**src/rtl/core/bfp_pkg.sv**
```systemverilog
// ============================================================================
// bfp_pkg: shared types and codes of the bitstream field packer
// Command and status codes, and the chunk descriptor that the sequencer
// hands to the byte unit.
// ============================================================================
package bfp_pkg;

   typedef enum logic [2:0] {
      CMD_CLEAR = 3'd0,
      CMD_WRITE = 3'd1,
      CMD_READ  = 3'd2,
      CMD_SEEK  = 3'd3,
      CMD_ALIGN = 3'd4
   } cmd_type;

   localparam logic [1:0] STATUS_OK        = 2'd0;
   localparam logic [1:0] STATUS_READ_PAST = 2'd1;
   localparam logic [1:0] STATUS_SEEK_PAST = 2'd2;
   localparam logic [1:0] STATUS_WRITE_OVF = 2'd3;

   // One chunk of a field, bound to one byte of the store.
   typedef struct packed {
      logic       valid;
      logic       is_write;
      logic       fresh;     // byte lies at or beyond the stored length
      logic [2:0] off;       // first bit of the chunk within the byte
      logic [3:0] size;      // chunk bits, 1..8
      logic [7:0] piece;     // write chunk already placed at off
   } chunk_type;

   typedef struct packed {
      logic      acc_clear;
      chunk_type chunk;
   } byte_ctl_type;

endpackage

```
**src/rtl/core/bfp_byte_unit.sv**
```systemverilog
// ============================================================================
// bfp_byte_unit: byte merge and field assembly
// Merges a write chunk into the byte read back from the store, or extracts a
// read chunk and shifts it into the field accumulator.
// ============================================================================
module bfp_byte_unit (
   input  logic                  clock,
   input  bfp_pkg::byte_ctl_type ctl,
   input  logic [7:0]            rd_data,
   output logic                  wr_en,
   output logic [7:0]            wr_data,
   output logic [63:0]           acc
);
   import bfp_pkg::*;

   logic [63:0] acc_ff;
   logic [63:0] acc_in;
   logic [7:0]  mask;
   logic [7:0]  ext;

   always_comb begin
      mask    = 8'hFF >> (4'd8 - ctl.chunk.size);
      ext     = (rd_data >> ctl.chunk.off) & mask;
      wr_en   = ctl.chunk.valid && ctl.chunk.is_write;
      // fresh bytes take the chunk alone
      wr_data = (ctl.chunk.fresh ? 8'd0 : rd_data) | ctl.chunk.piece;
      acc_in  = acc_ff;
      if (ctl.acc_clear) begin
         acc_in = 64'd0;
      end else if (ctl.chunk.valid && !ctl.chunk.is_write) begin
         acc_in = (acc_ff << ctl.chunk.size) | {56'd0, ext};
      end
   end

   always_ff @(posedge clock) begin
      acc_ff <= acc_in;
   end

   assign acc = acc_ff;

endmodule

```
**config.mk**
```make
export PLATFORM = sky130hd
export DESIGN_NAME = bfp_byte_unit
export DESIGN_NICKNAME = d
export VERILOG_FILES = /design/src/rtl/core/bfp_pkg.sv /design/src/rtl/core/bfp_byte_unit.sv
export SDC_FILE = /design/constraint.sdc
export NUM_CORES = 1
export LEC_CHECK = 0
export BUFFER_PORTS_ARGS = -buffer_cell sky130_fd_sc_hd__buf_2
export CAP_MARGIN = 20
export CORE_MARGIN = 5
export CORE_UTILIZATION = 38
export CTS_CLUSTER_DIAMETER = 40
export DETAILED_ROUTE_END_ITERATION = 10
export PLACE_DENSITY = 0.69
export REMOVE_ABC_BUFFERS = 1
export SETUP_SLACK_MARGIN = 0.3
export SYNTH_ARGS = -nofsm -noshare
export SYNTH_HDL_FRONTEND = slang
export SYNTH_SLANG_ARGS = --single-unit
```
**constraint.sdc**
```tcl
create_clock -name clock -period 2.8 [get_ports clock]
set_input_delay 0.56 -clock clock [delete_from_list [all_inputs] [get_ports clock]]
set_output_delay 0.56 -clock clock [all_outputs]
set_load 0.02 [all_outputs]
```
Word level (Yosys, flattened, before mapping):

Index checks and enable logic that the tools add are counted.

* $add $sub $neg: 1
* shifts and indexed selects: 3
* multiplexer cells: 1
* bitwise gates (word level): 3
* reductions and logical operators: 3

Operators with widths (number)
* 64-bit by 8-bit OR with 64-bit output: 1
* 64-bit by 4-bit left shift with 64-bit output: 1
* 8-bit bitwise AND: 1
* 8-bit two-way mux: 1
* 8-bit OR: 1
* 8-bit by 3-bit right shift with 8-bit output: 1
* 8-bit by 4-bit right shift with 8-bit output (first input constant): 1
* 4-bit subtractor (first input constant): 1
* 1-bit logical AND: 2
* 1-bit logical NOT: 1

* flip-flop bits (word level): 64

Logic depth before layout (Yosys ltp):

Gate-level depths: netlist (run 1).

* depth after elaboration: 4
* mapped depth: 11
* gate-level depth less buffers: 6

Worst setup path before layout (run 1):

OpenSTA, ideal clock, no wires.

* kind: in2reg
* start: input ctl[8] (netlist name)
* end: register acc_ff[4], in the netlist acc[4]
* library setup time: 82 ps
* arrival time: 2408 ps
* setup slack: 309 ps
* stages: 11
* cell sequence: buf_6 -> buf_8 -> buf_4 -> buf_6 -> inv_2 -> ha_1 -> clkbuf_1 -> nor3b_1 -> a41oi_1 -> or4_1 -> o221ai_1

* word-level cells in the longest chain between the ends: 4
* elaborated cells on any way between the ends: 5
* those cells by class: 1 x add/sub; 2 x shift; 2 x bitwise

RTL lines
* start: declaration: RTL line bfp_byte_unit.sv:8 `input bfp_pkg::byte_ctl_type ctl,`
* 4-bit subtractor: RTL line bfp_byte_unit.sv:22 `mask = 8'hFF >> (4'd8 - ctl.chunk.size);`
* 8-bit by 4-bit right shift with 8-bit output: RTL line bfp_byte_unit.sv:22
* 8-bit bitwise AND: RTL line bfp_byte_unit.sv:23 `ext = (rd_data >> ctl.chunk.off) & mask;`
* 64-bit by 8-bit OR with 64-bit output (*): RTL line bfp_byte_unit.sv:31 `acc_in = (acc_ff << ctl.chunk.size) | {56'd0, ext};`
* end signal: assignment: RTL line bfp_byte_unit.sv:36 `acc_ff <= acc_in;`
* end: declaration: RTL line bfp_byte_unit.sv:16 `logic [63:0] acc_ff;`

Every way passes the cells marked *; elsewhere a longest branch is shown, timed or not.
A chain may end at the register's enable or synchronous reset.

Worst setup path after layout (run 1):

Same ends and word-level chain as after synthesis.

==> reports/metrics.yaml, run 1 <==
run_status:
  status: "completed"
yosys:
  ys_ff_latch: 64
  synth_warnings: 0
  yosysSeqAreaShare: 0.247
  yosysUniqueCellTypes: 59
  synth_edf_count: 0
  synth_ff_type: "dfxtp_1"
  synth-async-reset-ratio: 0
  netlist_area_um2: 5180
  syn_avg_cell_area_um2: 9.57
  synthCells: 541
power:
  ir_drop_mv: 0.306
  p_leak_nw: 2.64
  power.density_nw_per_um2: 426
  p_total_mw: 2.62
setup_path:
  ff2ff_path_depth: 4
  regToRegSetupSlack_ps: 1130
  start_kind: "input port"
  critPathKind: "in -> reg"
  critPathRequiredTime_ps: 3060
  r2r-start: "acc[42]"
  worst_r2r_endpoint: "acc[57]"
  end_kind: "flop"
  critPathMaxFanout: 35
  critPathArrivalTime_ps: 2380
route:
  via_count: 5193
  wl_met2_mm: 8.28
  wl_met3_mm: 1.44
  drc: 0
  dr.pass1.iters: 5
  wirelength_mm: 17.6
  viasPerCell: 6.44
  wl_per_cell_um: 21.8
  met1_length_mm: 7.36
  top_layer: "met4"
  ant_nets: 0
  drt_iter0_drc: 789
sta:
  min_period_ps: 2120
  final_max_slew_viol_count: 0
  setup_viol: 0
  finalHoldViolCount: 0
  fmaxAchievable_mhz: 473
  rsz0062_at_grt: "no"
  slew_headroom: 0.537
  worst_pin_slew_ps: 693
  clock_skew_ps: 3.50
  final.setup.tns_ps: 0
  timing.hold.ws_ps: 525
  fin_crit_sh: 0.756
grt:
  antenna_found_initial: 0
  grt.overflow.total: 0
  grt_pass1_wl_mm: 27.7
  grt_pass1_vias: 5087
  grt_max_degree: 54
  grt_use_total: 0.211
clock_tree:
  clock_sinks: 64
  cts_buffers: 9
  root_buffer: "clkbuf_16"
  cts_hold_buf: 0
  clk_latency_ps: 340
  htree_levels: 3
  clockBufferDepth: 2
  postCtsSetupBuffers: 0
  clk_pin_slew_worst_paths_ps: 60
  cts_tree: "built"
  cts-resized-gates: 0
floorplanning:
  io_pins: 101
  coreArea_um2: 13300
  die_h_um: 127
  std_cell_rows: 42
  design.die.area_um2: 16100
  die_w_um: 127
  start_util: 0.390
place:
  place_congestion: 0.930
  dp_hpwl_mm: 12.8
  place.port_buffers: 100
  dpl.cell_count: 789
hold_path:
  hold_start: "acc[18]"
  whs_path_depth: 2
  hold_end: "acc[18]"
  hp-class: "reg -> reg"
final_layout:
  antennaDiodeCount: 0
  regArea_um2: 1280
  final_nets: 656
  fill_cells: 1255
  multi_input_area_um2: 3610
  fin_cells: 806
  drive_above_1_share: 0.305
  largest_reg_flops: 64
  syn2layout_area_growth_pct: 18.6
flow_run:
  cap_violations: 0
[metrics by stage]
step	worst slack [ps]	util	area, um2
floorplan	28.0	-	4910
global placement	382	0.438	5820
detailed placement	355	0.438	5820
CTS	695	0.460	6120
global route	545	0.462	6140
finish	684	0.462	6140
[synthesized netlist by cell type, drive strengths merged, types with 3 or more instances]
| library cell | instances | area, um2 |
|---|---|---|
| o221ai | 36 | 315 |
| o22ai | 16 | 100 |
| mux2i | 101 | 1010 |
| a31oi | 5 | 31.3 |
| nor2b | 5 | 31.3 |
| and2 | 4 | 25.0 |
| inv | 8 | 30.0 |
| or2 | 4 | 25.0 |
| a22oi | 6 | 45.0 |
| nor2 | 22 | 82.6 |
| o211ai | 5 | 37.5 |
| nand3b | 3 | 22.5 |
| ha | 3 | 37.5 |
| and3 | 3 | 18.8 |
| a21o | 8 | 60.1 |
| nor3 | 4 | 20.0 |
| a221o | 11 | 110 |
| mux2 | 21 | 236 |
| a211oi | 3 | 22.5 |
| nand2 | 53 | 199 |
| clkbuf | 23 | 86.3 |
| o21ai | 18 | 90.1 |
| mux4 | 29 | 657 |
| a21oi | 15 | 75.1 |
| dfxtp | 64 | 1280 |
| buf | 25 | 178 |
| nand2b | 9 | 56.3 |
| nand3 | 4 | 20.0 |
[per-layer routing]
| metal | global-route usage | vias to the layer above |
|---|---|---|
| met1 | 0.280 | 2519 |
| met2 | 0.334 | 310 |
| met4 | 0.0890 | 0 |
| li1 | - | 2317 |
| met3 | 0.0441 | 47 |
| met5 | 0 | - |
[how the worst max path moves through the flow]
stage,slack [ps],from,end,depth (start not counted)
detailed placement,350,ctl[8],acc[58],6
global route,550,ctl[10],acc[36],6
finish,680,ctl[8],acc[4],7
floorplan,30,ctl[17],acc[48],3
global placement,380,ctl[8],acc[58],6
CTS,690,ctl[8],acc[4],7
[final cells by class]
| type | count | share of cell area |
|---|---|---|
| Multi-Input combinational cell | 421 | 0.588 |
| Sequential cell | 64 | 0.209 |
| Timing Repair Buffer | 121 | 0.114 |
| Clock buffer | 11 | 0.0395 |
| Tap cell | 176 | 0.0359 |
| Clock inverter | 5 | 0.00917 |
| Inverter | 8 | 0.00489 |
[kinds of logic (layout without fill, tap and decap cells)]
group | count (synthesis) | count (layout) | synth area share
AND/OR/NAND/NOR | 120 | 120 | 0.109
flip-flops | 64 | 64 | 0.247
XOR/XNOR | 2 | 2 | 0.00338
buffers and inverters | 56 | 145 | 0.0568
AO/OA/AOI/OAI | 145 | 145 | 0.209
adder cells (fa/ha/maj) | 3 | 3 | 0.00725
multiplexers | 151 | 151 | 0.368
[where the power goes]
part | switching [mW] | leakage (nW) | internal (mW)
registers | 0.0340 | 0.518 | 0.932
logic | 0.297 | 1.98 | 0.200
clock network | 0.442 | 0.145 | 0.712
[placed cells by master, fill, tap and decap left out, drive strengths merged, types with 9 or more instances in the layout]
cell      n
o22ai    16
nand2    53
nand2b    9
buf     121
dfxtp    64
a21oi    15
nor2     22
o21ai    18
clkbuf   11
a221o    11
mux2i   101
o221ai   36
mux2     21
mux4     29
[critical path, cell delays in order]
cell and delay (ps):
buf_4 420, inv_2 70, ha_1 300, nor3b_1 240
a41oi_1 100, or4_1 500, o221ai_1 190
(Power assumes the default switching activity.)
==> run 2: changes to the inputs <==
Settings changed: PLACE_DENSITY 0.69 to 0.71.
Clock period 2.8 ns to 1.9 ns, I/O delays scaled along.
==> run 2 against run 1 <==
Register-to-register slack got worse by 830 ps; sequential power increased by 47%; global-route usage increased by 1.5 points; clock skew increased by 3.3 ps; critical endpoint is now acc[49]; largest cell class unchanged.
==> reports/metrics.yaml, run 2 (synthesis results as in run 1) <==
run_status:
  status: "completed"
route:
  ant_nets: 0
  dr.pass1.iters: 5
  wl_per_cell_um: 22.1
  drc: 0
  drt_iter0_drc: 925
  wirelength_mm: 19.0
  via_count: 5577
  viasPerCell: 6.48
sta:
  clock_skew_ps: 6.77
  final_max_slew_viol_count: 0
  rsz0062_at_grt: "yes"
  min_period_ps: 1600
  fin_crit_sh: 0.843
  slew_headroom: 0.694
  worst_pin_slew_ps: 459
  fmaxAchievable_mhz: 624
  finalHoldViolCount: 0
  setup_viol: 0
flow_run:
  cap_violations: 0
final_layout:
  drive_above_1_share: 0.430
  final_common_cell: "buf_2"
  fin_cells: 860
  layout_common_cells: "98 x buf_2, 80 x mux2i_1, 60 x buf_4, 53 x nand2_1, 50 x dfxtp_1"
  syn2layout_area_growth_pct: 32.4
  largest_reg_flops: 64
  final_nets: 710
  final_util: 0.516
  antennaDiodeCount: 0
clock_tree:
  cts_buffers: 9
  htree_levels: 3
  clk_latency_ps: 340
  clk_pin_slew_worst_paths_ps: 60
  cts_tree: "built"
  cts_hold_buf: 0
  root_buffer: "clkbuf_16"
  clockBufferDepth: 2
  clock_sinks: 64
power:
  power_frac_comb: 0.227
  p_total_mw: 3.85
  intPower_mw: 2.67
  pwr-share-clk: 0.404
  p_seq_frac: 0.369
  ir_drop_mv: 0.380
  switchingPower_mw: 1.18
  swShare: 0.306
  p_leak_nw: 2.91
  power.density_nw_per_um2: 561
setup_path:
  critPathMaxFanout: 6
  critPathTopFamily: "multiplexers"
  crit_chain: "mux4_2 > mux2_4 > a221o_1"
  start_kind: "flop"
  critPathMaxStageDelay_ps: 530
  critPathKind: "reg -> reg"
  end_kind: "flop"
  critical_path.startpoint: "acc[44]"
  critPathRequiredTime_ps: 2130
  critPathArrivalTime_ps: 1840
  slowest_stage: "mux4_2"
  r2r-start: "acc[44]"
  worst-path-buf-inv: 0
floorplanning:
  io_pins: 101
  design.die.area_um2: 16100
  coreArea_um2: 13300
  std_cell_rows: 42
  start_util: 0.390
  die_h_um: 127
  die_w_um: 127
grt:
  grt_use_total: 0.226
  grt.overflow.total: 0
  grt_pass1_vias: 5486
  antenna_found_initial: 0
  grt_max_degree: 50
  grt_pass1_wl_mm: 29.6
hold_path:
  hold_start: "ctl[18]"
  hp-class: "in -> reg"
place:
  place_congestion: 0.952
  dpl.cell_count: 840
  place.port_buffers: 100
  dp_hpwl_mm: 13.8
## run 2: cell types whose count changed in the layout (fill, tap and decap cells not counted), moves of 3 or more
cell / before / now
dfxtp_1: 64 / 50
mux2i_1: 101 / 80
dfxtp_2: 0 / 9
buf_12: 3 / 9
buf_4: 20 / 60
mux2i_2: 0 / 18
buf_6: 0 / 5
mux2_4: 0 / 4
mux2i_4: 0 / 3
dfxtp_4: 0 / 5
mux2_2: 21 / 17
## run 2: layout make-up
class	count	area [um2]
clock buffers	11	243
flip-flops and latches	64	1310
fillers	1167	6440
inverters	8	30.0
clock inverters	5	32.5
well taps	176	220
multi-input cells	421	3790
repair buffers	175	1230
## run 2: stage by stage
step	hold slack [ps]	setup WS, ps	instance area (um2)	TNS (ps)
global route	400	226	6860	0
floorplan	489	-692	4910	-32530
CTS	378	260	6640	0
finish	385	298	6860	0
detailed placement	512	-156	6290	-2230
global placement	517	-201	6290	-997
## run 2: worst paths after layout
kind	to	slack, ps	cells after the start
hold / removal	acc[0]	380	2
setup reg to reg	acc[49]	300	3
setup / recovery	acc[49]	300	3
hold reg to reg	acc[42]	520	2
## run 2: per-layer routing
metal  vias to the layer above  share of wire  global-route usage
li1                       2443              -                   -
met1                      2685           0.40               0.287
met2                       386           0.48               0.370
met3                        63          0.098              0.0534
met4                         0          0.028              0.0946
met5                         -              0                   0
## run 2: timing repair
item,in CTS,in global routing
cloned,0,1
setup buffers,1,2
endpoints found under the setup margin,26,34
resized for setup,23,49
pin swaps,0,3
## run 2: power by group through the flow
stage / clock network [mW] / logic [mW] / registers, mW
global placement: 0 / 0.790 / 1.45
global route: 1.63 / 0.925 / 1.42
detailed placement: 0 / 0.807 / 1.45
floorplan: 0 / 0.368 / 1.47
CTS: 1.57 / 0.821 / 1.42
finish: 1.55 / 0.873 / 1.42
